**config.mk**
```make
export PLATFORM = sky130hd
export DESIGN_NAME = sms_submit_pdu_framer_unit
export DESIGN_NICKNAME = d
export VERILOG_FILES = /design/src/sv/spf_pkg.sv /design/src/sv/spf_front.sv /design/src/sv/spf_fifo.sv /design/src/sv/spf_back.sv /design/src/sv/sms_submit_pdu_framer_unit.sv
export SDC_FILE = /design/constraint.sdc
export NUM_CORES = 1
export LEC_CHECK = 0
export BUFFER_PORTS_ARGS = -buffer_cell sky130_fd_sc_hd__buf_2
export CAP_MARGIN = 20
export CORE_UTILIZATION = 43
export CTS_BUF_LIST = sky130_fd_sc_hd__clkbuf_16
export DETAILED_ROUTE_END_ITERATION = 10
export PLACE_DENSITY = 0.72
export SYNTH_ARGS = -nofsm -noshare
export SYNTH_HDL_FRONTEND = slang
export SYNTH_SLANG_ARGS = --single-unit
```
**constraint.sdc**
```tcl
create_clock -name clk -period 6.49 [get_ports clk]
set_input_delay 0.3245 -clock clk [delete_from_list [all_inputs] [get_ports clk]]
set_output_delay 0.3245 -clock clk [all_outputs]
set_load 0.02 [all_outputs]
```
**src/sv/spf_pkg.sv**
```systemverilog
`timescale 1ns / 1ps
`default_nettype none
// ----------------------------------------------------------------------------
// spf_pkg - shared types and constants of the SMS-SUBMIT PDU framer
// Opcodes, limits, coding octets, the configuration bundle and the queue
// record passed from the front end to the octet sequencer.
// ----------------------------------------------------------------------------
package spf_pkg;

  localparam logic [1:0] OP_START  = 2'd0;
  localparam logic [1:0] OP_CENTRE = 2'd1;
  localparam logic [1:0] OP_DEST   = 2'd2;
  localparam logic [1:0] OP_TEXT   = 2'd3;

  localparam logic [4:0] MAX_ADDR_DIGITS = 5'd20;
  localparam logic [7:0] MAX_TEXT_UNITS  = 8'd160;
  // UCS2 length octet counts bytes, so it must stay below 256
  localparam logic [7:0] MAX_WIDE_UNITS  = 8'd127;

  localparam logic [7:0] DCS_GSM  = 8'h00;
  localparam logic [7:0] DCS_UCS2 = 8'h08;
  localparam logic [3:0] PAD_NIBBLE = 4'hF;

  localparam logic [2:0] REG_ADDRESS_TYPE      = 3'd0;
  localparam logic [2:0] REG_FIRST_OCTET       = 3'd1;
  localparam logic [2:0] REG_MESSAGE_REFERENCE = 3'd2;
  localparam logic [2:0] REG_PROTOCOL_ID       = 3'd3;
  localparam logic [2:0] REG_VALIDITY_PERIOD   = 3'd4;

  localparam logic [7:0] RST_ADDRESS_TYPE      = 8'h91;
  localparam logic [7:0] RST_FIRST_OCTET       = 8'h11;
  localparam logic [7:0] RST_MESSAGE_REFERENCE = 8'h00;
  localparam logic [7:0] RST_PROTOCOL_ID       = 8'h00;
  localparam logic [7:0] RST_VALIDITY_PERIOD   = 8'h81;

  localparam int REC_OCTETS = 5;

  typedef struct packed {
    logic [7:0] address_type;
    logic [7:0] first_octet;
    logic [7:0] message_reference;
    logic [7:0] protocol_id;
    logic [7:0] validity_period;
  } cfg_t;

  // Up to five octets produced by one item; last marks the final octet.
  typedef struct packed {
    logic [REC_OCTETS-1:0][7:0] octets;
    logic [2:0]                 count;
    logic                       last;
    logic                       error;
  } rec_t;

endpackage
`default_nettype wire

```
**src/sv/spf_front.sv**
```systemverilog
`timescale 1ns / 1ps
`default_nettype none
// ----------------------------------------------------------------------------
// spf_front - item decoder and PDU state
// Checks each item against the current section, updates the framing state
// and builds the record of octets that the item produces.
// ----------------------------------------------------------------------------
module spf_front import spf_pkg::*; (
  input  wire logic        clk,
  input  wire logic        rst,
  input  wire logic        in_valid,
  output logic             in_ready,
  input  wire logic [1:0]  opcode,
  input  wire logic [4:0]  centre_digits,
  input  wire logic [4:0]  dest_digits,
  input  wire logic [7:0]  text_count,
  input  wire logic        wide_mode,
  input  wire logic [3:0]  digit,
  input  wire logic [15:0] text_unit,
  input  wire cfg_t        cfg,
  input  wire logic        q_full,
  output logic             push,
  output rec_t             rec
);

  localparam logic [2:0] PH_IDLE   = 3'd0;
  localparam logic [2:0] PH_CENTRE = 3'd1;
  localparam logic [2:0] PH_DEST   = 3'd2;
  localparam logic [2:0] PH_TEXT   = 3'd3;

  logic [2:0]  phase, phase_next;
  logic [4:0]  digits_left, digits_left_next;
  logic [4:0]  dest_total, dest_total_next;
  logic [7:0]  text_left, text_left_next;
  logic [7:0]  text_total, text_total_next;
  logic        wide_flag, wide_flag_next;
  logic [3:0]  held_nibble, held_nibble_next;
  logic        nibble_valid, nibble_valid_next;
  logic [13:0] septet_queue, septet_queue_next;
  logic [2:0]  queue_bits, queue_bits_next;

  logic        accept;

  assign in_ready = !q_full;
  assign accept   = in_valid && in_ready;
  assign push     = accept && (rec.count != 3'd0);

  always_comb begin
    logic [2:0]  n;
    logic        dfinal;
    logic        tfinal;
    logic        bad_start;
    logic [5:0]  half;
    logic [13:0] q;
    logic [3:0]  qb;

    phase_next        = phase;
    digits_left_next  = digits_left;
    dest_total_next   = dest_total;
    text_left_next    = text_left;
    text_total_next   = text_total;
    wide_flag_next    = wide_flag;
    held_nibble_next  = held_nibble;
    nibble_valid_next = nibble_valid;
    septet_queue_next = septet_queue;
    queue_bits_next   = queue_bits;
    rec    = '0;
    n      = 3'd0;
    dfinal = (digits_left <= 5'd1);
    tfinal = (text_left == 8'd1);
    half   = ({1'b0, centre_digits} + 6'd1) >> 1;
    q      = septet_queue | (14'({7'b0, text_unit[6:0]}) << queue_bits);
    qb     = {1'b0, queue_bits} + 4'd7;
    bad_start = (phase != PH_IDLE) ||
                (centre_digits == 5'd0) || (centre_digits > MAX_ADDR_DIGITS) ||
                (dest_digits == 5'd0) || (dest_digits > MAX_ADDR_DIGITS) ||
                (text_count > MAX_TEXT_UNITS) ||
                (wide_mode && (text_count > MAX_WIDE_UNITS));

    case (opcode)
      OP_START: begin
        if (!bad_start) begin
          phase_next        = PH_CENTRE;
          digits_left_next  = centre_digits;
          dest_total_next   = dest_digits;
          text_total_next   = text_count;
          text_left_next    = text_count;
          wide_flag_next    = wide_mode;
          held_nibble_next  = 4'd0;
          nibble_valid_next = 1'b0;
          septet_queue_next = '0;
          queue_bits_next   = 3'd0;
          rec.octets[0] = {2'b0, half} + 8'd1;
          rec.octets[1] = cfg.address_type;
          n = 3'd2;
        end
      end
      OP_CENTRE, OP_DEST: begin
        if ((opcode == OP_CENTRE && phase == PH_CENTRE) ||
            (opcode == OP_DEST && phase == PH_DEST)) begin
          // digit pair: first digit in the low nibble
          if (nibble_valid) begin
            rec.octets[n] = {digit, held_nibble};
            n = n + 3'd1;
            nibble_valid_next = 1'b0;
            held_nibble_next  = 4'd0;
          end else if (dfinal) begin
            rec.octets[n] = {PAD_NIBBLE, digit};
            n = n + 3'd1;
          end else begin
            held_nibble_next  = digit;
            nibble_valid_next = 1'b1;
          end
          digits_left_next = digits_left - 5'd1;
          if (dfinal) begin
            if (opcode == OP_CENTRE) begin
              rec.octets[n]          = cfg.first_octet;
              rec.octets[n + 3'd1]   = cfg.message_reference;
              rec.octets[n + 3'd2]   = {3'b0, dest_total};
              rec.octets[n + 3'd3]   = cfg.address_type;
              n = n + 3'd4;
              phase_next       = PH_DEST;
              digits_left_next = dest_total;
            end else begin
              rec.octets[n]        = cfg.protocol_id;
              rec.octets[n + 3'd1] = wide_flag ? DCS_UCS2 : DCS_GSM;
              rec.octets[n + 3'd2] = cfg.validity_period;
              rec.octets[n + 3'd3] = wide_flag ? {text_total[6:0], 1'b0} : text_total;
              n = n + 3'd4;
              if (text_total == 8'd0) begin
                rec.last          = 1'b1;
                phase_next        = PH_IDLE;
                digits_left_next  = 5'd0;
                dest_total_next   = 5'd0;
                text_left_next    = 8'd0;
                text_total_next   = 8'd0;
                wide_flag_next    = 1'b0;
                held_nibble_next  = 4'd0;
                nibble_valid_next = 1'b0;
                septet_queue_next = '0;
                queue_bits_next   = 3'd0;
              end else begin
                phase_next = PH_TEXT;
              end
            end
          end
        end
      end
      OP_TEXT: begin
        if (phase == PH_TEXT && text_left != 8'd0) begin
          text_left_next = text_left - 8'd1;
          rec.last = tfinal;
          if (wide_flag) begin
            rec.octets[0] = text_unit[15:8];
            rec.octets[1] = text_unit[7:0];
            n = 3'd2;
          end else begin
            if (qb >= 4'd8) begin
              rec.octets[n] = q[7:0];
              n  = n + 3'd1;
              q  = q >> 8;
              qb = qb - 4'd8;
            end
            // flush the partial octet after the final septet
            if (tfinal && qb != 4'd0) begin
              rec.octets[n] = q[7:0];
              n = n + 3'd1;
            end
            septet_queue_next = q;
            queue_bits_next   = qb[2:0];
          end
          if (tfinal) begin
            phase_next        = PH_IDLE;
            digits_left_next  = 5'd0;
            dest_total_next   = 5'd0;
            text_left_next    = 8'd0;
            text_total_next   = 8'd0;
            wide_flag_next    = 1'b0;
            held_nibble_next  = 4'd0;
            nibble_valid_next = 1'b0;
            septet_queue_next = '0;
            queue_bits_next   = 3'd0;
          end
        end
      end
      default: begin
      end
    endcase

    // out-of-order item or bad start: one error octet, back to idle
    if ((opcode == OP_START && bad_start) ||
        (opcode == OP_CENTRE && phase != PH_CENTRE) ||
        (opcode == OP_DEST && phase != PH_DEST) ||
        (opcode == OP_TEXT && (phase != PH_TEXT || text_left == 8'd0))) begin
      rec               = '0;
      rec.last          = 1'b1;
      rec.error         = 1'b1;
      n                 = 3'd1;
      phase_next        = PH_IDLE;
      digits_left_next  = 5'd0;
      dest_total_next   = 5'd0;
      text_left_next    = 8'd0;
      text_total_next   = 8'd0;
      wide_flag_next    = 1'b0;
      held_nibble_next  = 4'd0;
      nibble_valid_next = 1'b0;
      septet_queue_next = '0;
      queue_bits_next   = 3'd0;
    end
    rec.count = n;
  end

  always_ff @(posedge clk) begin
    if (rst) begin
      phase        <= PH_IDLE;
      digits_left  <= 5'd0;
      dest_total   <= 5'd0;
      text_left    <= 8'd0;
      text_total   <= 8'd0;
      wide_flag    <= 1'b0;
      held_nibble  <= 4'd0;
      nibble_valid <= 1'b0;
      septet_queue <= '0;
      queue_bits   <= 3'd0;
    end else if (accept) begin
      phase        <= phase_next;
      digits_left  <= digits_left_next;
      dest_total   <= dest_total_next;
      text_left    <= text_left_next;
      text_total   <= text_total_next;
      wide_flag    <= wide_flag_next;
      held_nibble  <= held_nibble_next;
      nibble_valid <= nibble_valid_next;
      septet_queue <= septet_queue_next;
      queue_bits   <= queue_bits_next;
    end
  end

endmodule
`default_nettype wire

```
**src/sv/spf_fifo.sv**
```systemverilog
`timescale 1ns / 1ps
`default_nettype none
// ----------------------------------------------------------------------------
// spf_fifo - two-entry record queue
// Decouples the item decoder from the octet sequencer.
// ----------------------------------------------------------------------------
module spf_fifo import spf_pkg::*; (
  input  wire logic clk,
  input  wire logic rst,
  input  wire logic push,
  input  wire rec_t wr_rec,
  input  wire logic pop,
  output rec_t      rd_rec,
  output logic      full,
  output logic      empty
);

  rec_t       mem [2];
  logic       wr_ptr;
  logic       rd_ptr;
  logic [1:0] count;

  assign full   = (count == 2'd2);
  assign empty  = (count == 2'd0);
  assign rd_rec = mem[rd_ptr];

  always_ff @(posedge clk) begin
    if (push) begin
      mem[wr_ptr] <= wr_rec;
    end
  end

  always_ff @(posedge clk) begin
    if (rst) begin
      wr_ptr <= 1'b0;
      rd_ptr <= 1'b0;
      count  <= 2'd0;
    end else begin
      if (push) begin
        wr_ptr <= !wr_ptr;
      end
      if (pop) begin
        rd_ptr <= !rd_ptr;
      end
      count <= count + {1'b0, push} - {1'b0, pop};
    end
  end

endmodule
`default_nettype wire

```
**src/sv/spf_back.sv**
```systemverilog
`timescale 1ns / 1ps
`default_nettype none
// ----------------------------------------------------------------------------
// spf_back - octet sequencer
// Walks the head record one octet a cycle into the output register when not stalled.
// ----------------------------------------------------------------------------
module spf_back import spf_pkg::*; (
  input  wire logic       clk,
  input  wire logic       rst,
  input  wire rec_t       head,
  input  wire logic       q_empty,
  output logic            pop,
  output logic            out_valid,
  input  wire logic       out_ready,
  output logic [7:0]      out_octet,
  output logic            out_last,
  output logic            out_error
);

  logic [2:0] idx;
  logic       load;
  logic       at_end;

  assign load   = !out_valid || out_ready;
  assign at_end = (idx == head.count - 3'd1);
  assign pop    = load && !q_empty && at_end;

  always_ff @(posedge clk) begin
    if (rst) begin
      out_valid <= 1'b0;
      idx       <= 3'd0;
    end else if (load) begin
      out_valid <= !q_empty;
      if (!q_empty) begin
        idx <= at_end ? 3'd0 : idx + 3'd1;
      end
    end
  end

  always_ff @(posedge clk) begin
    if (load && !q_empty) begin
      out_octet <= head.octets[idx];
      out_last  <= head.last && at_end;
      out_error <= head.error;
    end
  end

endmodule
`default_nettype wire

```
**src/sv/sms_submit_pdu_framer_unit.sv**
```systemverilog
`timescale 1ns / 1ps
`default_nettype none
// ----------------------------------------------------------------------------
// sms_submit_pdu_framer_unit - SMS-SUBMIT PDU octet framer
// Items in on the s_ stream (start, centre digits, destination digits, text
// units, with the opcode on s_tuser); PDU octets out on the m_ stream with
// m_tlast on the final octet and m_tuser flagging an error octet.
// Header octets (address type, PDU type, message reference, protocol id,
// validity period) come from the APB registers, which the user must write
// only while idle; the block does not enforce this. Each accepted item's
// octets pass through the record queue and then the output register. The
// decoder takes an item every cycle while its two-entry record queue has
// room; the output sequencer sends one octet a cycle while m_tready is high.
// An item that produces no octet (first of a digit pair, or a septet that
// does not yet fill an octet) only updates the state.
// When m_tready is low the output register holds, the queue fills and then
// s_tready drops. Reset clears the state to idle, empties the queue and
// loads the register defaults.
// ----------------------------------------------------------------------------
module sms_submit_pdu_framer_unit import spf_pkg::*; (
  input  wire logic        clk,
  input  wire logic        rst,
  input  wire logic        s_tvalid,
  output logic             s_tready,
  // [4:0] centre_digits, [9:5] dest_digits, [17:10] text_count,
  // [18] wide_mode, [22:19] digit, [38:23] text_unit, [39] zero
  input  wire logic [39:0] s_tdata,
  // [1:0] opcode
  input  wire logic [1:0]  s_tuser,
  output logic             m_tvalid,
  input  wire logic        m_tready,
  // [7:0] octet
  output logic [7:0]       m_tdata,
  output logic             m_tlast,
  // [0] error
  output logic             m_tuser,
  input  wire logic        psel,
  input  wire logic        penable,
  input  wire logic        pwrite,
  input  wire logic [4:0]  paddr,
  input  wire logic [31:0] pwdata,
  output logic [31:0]      prdata,
  output logic             pready
);

  cfg_t       cfg;
  rec_t       wr_rec;
  rec_t       head;
  logic       push;
  logic       pop;
  logic       q_full;
  logic       q_empty;
  logic [2:0] reg_idx;

  assign pready  = 1'b1;
  assign reg_idx = paddr[4:2];

  always_ff @(posedge clk) begin
    if (rst) begin
      cfg.address_type      <= RST_ADDRESS_TYPE;
      cfg.first_octet       <= RST_FIRST_OCTET;
      cfg.message_reference <= RST_MESSAGE_REFERENCE;
      cfg.protocol_id       <= RST_PROTOCOL_ID;
      cfg.validity_period   <= RST_VALIDITY_PERIOD;
    end else if (psel && penable && pwrite && pready) begin
      case (reg_idx)
        REG_ADDRESS_TYPE:      cfg.address_type      <= pwdata[7:0];
        REG_FIRST_OCTET:       cfg.first_octet       <= pwdata[7:0];
        REG_MESSAGE_REFERENCE: cfg.message_reference <= pwdata[7:0];
        REG_PROTOCOL_ID:       cfg.protocol_id       <= pwdata[7:0];
        REG_VALIDITY_PERIOD:   cfg.validity_period   <= pwdata[7:0];
        default: begin
        end
      endcase
    end
  end

  always_comb begin
    case (reg_idx)
      REG_ADDRESS_TYPE:      prdata = {24'd0, cfg.address_type};
      REG_FIRST_OCTET:       prdata = {24'd0, cfg.first_octet};
      REG_MESSAGE_REFERENCE: prdata = {24'd0, cfg.message_reference};
      REG_PROTOCOL_ID:       prdata = {24'd0, cfg.protocol_id};
      REG_VALIDITY_PERIOD:   prdata = {24'd0, cfg.validity_period};
      default:               prdata = 32'd0;
    endcase
  end

  spf_front u_front (
    .clk           (clk),
    .rst           (rst),
    .in_valid      (s_tvalid),
    .in_ready      (s_tready),
    .opcode        (s_tuser),
    .centre_digits (s_tdata[4:0]),
    .dest_digits   (s_tdata[9:5]),
    .text_count    (s_tdata[17:10]),
    .wide_mode     (s_tdata[18]),
    .digit         (s_tdata[22:19]),
    .text_unit     (s_tdata[38:23]),
    .cfg           (cfg),
    .q_full        (q_full),
    .push          (push),
    .rec           (wr_rec)
  );

  spf_fifo u_fifo (
    .clk    (clk),
    .rst    (rst),
    .push   (push),
    .wr_rec (wr_rec),
    .pop    (pop),
    .rd_rec (head),
    .full   (q_full),
    .empty  (q_empty)
  );

  spf_back u_back (
    .clk       (clk),
    .rst       (rst),
    .head      (head),
    .q_empty   (q_empty),
    .pop       (pop),
    .out_valid (m_tvalid),
    .out_ready (m_tready),
    .out_octet (m_tdata),
    .out_last  (m_tlast),
    .out_error (m_tuser)
  );

endmodule
`default_nettype wire

```
==> impl_metrics.toml <==
[sta]
min_period_over_period_pct = 71.4
fmax_ghz = 0.216
worst_slew_pin_slew_ps = 1090
setup-tns-final_ps = 0
final_max_slew_viol_count = 0
fin_skew_ps = 10.2
period_needed_ps = 4630
rsz0062_at_grt = "false"
finalHoldViolCount = 0
slew_headroom_pct = 27.4
setup_viol = 0

[run]
drv_cap = 0

[synthesis]
yosysUniqueCellTypes = 82
syn_area_per_cell_um2 = 10.2
syn-instance-count = 1047
syn-cell-area_um2 = 10700
synth_edf_count = 100
synthFlopType = "edfxtp_1"
async_reset_ff_share_pct = 0
yosysWarnings = 0
synth_seq_cells = 200
synth-seq-area-share_pct = 46.7

[floorplan]
io_pins = 131
die-area_um2 = 25600
die_w_um = 160
die_h_um = 160
core_um2 = 24400
initial_core_util_pct = 43.9
rows = 57

[detailed_routing]
viasPerCell = 5.87
postRouteAntennaNets = 0
drc = 0
wirelength_um = 28200
post_drt_wl_per_cell_um = 19.7
firstDrtPassIters = 6
vias = 8402
drt-initial-drc-count = 893

[worst_setup_path]
cp_slowest_cell = "nor2_4"
critPathLaunchType = "flip-flop"
crit_fanout = 32
critPathMaxStageDelay_ps = 790
r2r_setup_slack_ps = 1860
r2r-end = "u_fifo.mem[1][23]"
worstPathArrival_ps = 4760
required_ps = 6620
r2r_cells = 11
worstSetupPathType = "flip-flop to flip-flop"
worstReg2RegStart = "u_front.queue_bits[0]"
endpoint_kind = "flip-flop"
path_cells = "inv_1 -> ha_1 -> xor2_1 -> o211a_1 -> ha_1 -> inv_1 -> o32a_1 -> o211ai_1 -> o21ai_0 -> nor2_4 -> buf_4"

[clock_tree]
cts_hold_repair.buffers = 0
cts_tree = "done"
cts_setup_buffers = 0
tritoncts.num_buffers = 17
cts_sinks = 200
clk_pin_slew_ps = 70
clockBufferDepth = 2
cts_resized = 0
htreeDepth = 4
cts-root-buf = "clkbuf_16"
clock_latency_ps = 440

[placed_design]
port_buffers = 78
place_congestion = 0.923
post-place-cells = 1401
hpwl_um = 20100
dpl_cell_area_um2 = 11300

[global_routing]
grt_pass1_vias = 7821
antenna_found_initial = 0
grt_usage_pct = 22.2
grt_max_degree = 59
grt_pass1_wl_um = 44000
grt_overflow = 0

[min_path]
hp-start = "pwdata[5]"
hp-class = "input pin to flip-flop"
whs_path_depth = 3
min_to = "cfg[37]"

[finish]
layout.cells.most_common_list = "121 x nand2_1, 100 x edfxtp_1, 99 x dfxtp_1"
finalNetCount = 1201
syn_to_final_growth_pct = 11.0
diodes = 0
final_cell_area_um2 = 11900
drive_gt1_share_pct = 17.7
final_cells = 1432
final_common_cell = "nand2_1"
fin_util_pct = 48.8
fill_cells = 2276

[power_and_ir_drop]
p_leak_nw = 4.28
vdd_drop_max_mv = 0.210
power_w = 0.00337
powerDensity_nw_per_um2 = 283

[status]
status = "complete, no violations"
flip-flops by register name, summed over array words and instances, names as in the netlist, 4 cells and up, named ones only:
name and count:
u_front.text_left 8, u_front.dest_total 5, u_front.septet_queue 14, u_front.text_total 8
cfg 40, u_fifo.mem 90, u_back.out_octet 8, u_front.held_nibble 4
u_front.digits_left 5
synth_stat cells, drive strengths merged (25+ instances only):
cell type    n  area share [%]
clkbuf      40             1.4
o21ai       46             2.1
a21oi       55             2.6
nand3       29             1.4
mux2        25             2.6
nand2      121             4.2
edfxtp     100              28
inv         25            0.90
buf         45             2.8
dfxtp      100              19
mux2i       70             6.5
nor2        99             3.6
where the power goes:
group / switching [W] / total (W) / internal, W
sequential: 0.0000850 / 0.00156 / 0.00148
combinational: 0.000426 / 0.000696 / 0.000269
clock: 0.000485 / 0.00111 / 0.000622
total: 0.000996 / 0.00337 / 0.00237
cells by family (layout without fill, tap and decap cells):
family          count (synthesis)  count (layout)  synth area share [%]
compound gates                240             240                  15.6
xor+xnor                       19              19                  1.55
fa+ha+maj                      19              19                  2.22
buf+inv                       114             152                  5.22
flops                         200             200                  46.7
mux                           115             115                  13.4
other cells                     2              25                0.0701
simple gates                  338             338                  15.2
layout make-up:
| type | count | area [um^2] | share of cell area (%) |
|---|---|---|---|
| Multi-Input combinational cell | 756 | 5260 | 44.2 |
| Sequential cell | 200 | 5010 | 42.1 |
| Clock buffer | 20 | 500 | 4.21 |
| Timing Repair Buffer | 92 | 495 | 4.17 |
| Tap cell | 324 | 405 | 3.41 |
| Clock inverter | 11 | 119 | 0.999 |
| Inverter | 29 | 111 | 0.936 |
critical path: cells and delay by family, from the launching register on:
family          cells  cell delay, ps
compound gates      4            1410
xor+xnor            1             150
fa+ha+maj           2             580
buf+inv             3             600
flops               1             730
simple gates        1             790
routing by layer:
metal  share of wire [%]  GRT usage, %  routed length (um)  vias up
met1                  43          30.3               12200     4055
li1                    -             -                   -     3941
met4                 2.5          8.18                 718        0
met5                   0             0                   0        -
met3                 6.6          3.12                1860       58
met2                  48          35.8               13500      348
worst max-delay path by stage:
stage	end	start
after floorplan	u_fifo.mem[0][0]	u_front.queue_bits[0]
after global placement	u_fifo.mem[1][24]	u_front.queue_bits[0]
after detailed placement	u_fifo.mem[1][32]	u_front.queue_bits[0]
after CTS	u_fifo.mem[1][28]	u_front.queue_bits[0]
after global routing	u_fifo.mem[1][30]	u_front.queue_bits[1]
final	u_fifo.mem[1][23]	u_front.queue_bits[0]
stage by stage:
stage               setup slack, ps  hold WS (ps)
global route                   1650           157
floorplan                      1440           433
detailed placement             1940           451
finish                         1860           159
CTS                            1910           152
global placement               1990           449
No activity file was read; power rests on OpenSTA's default activity.
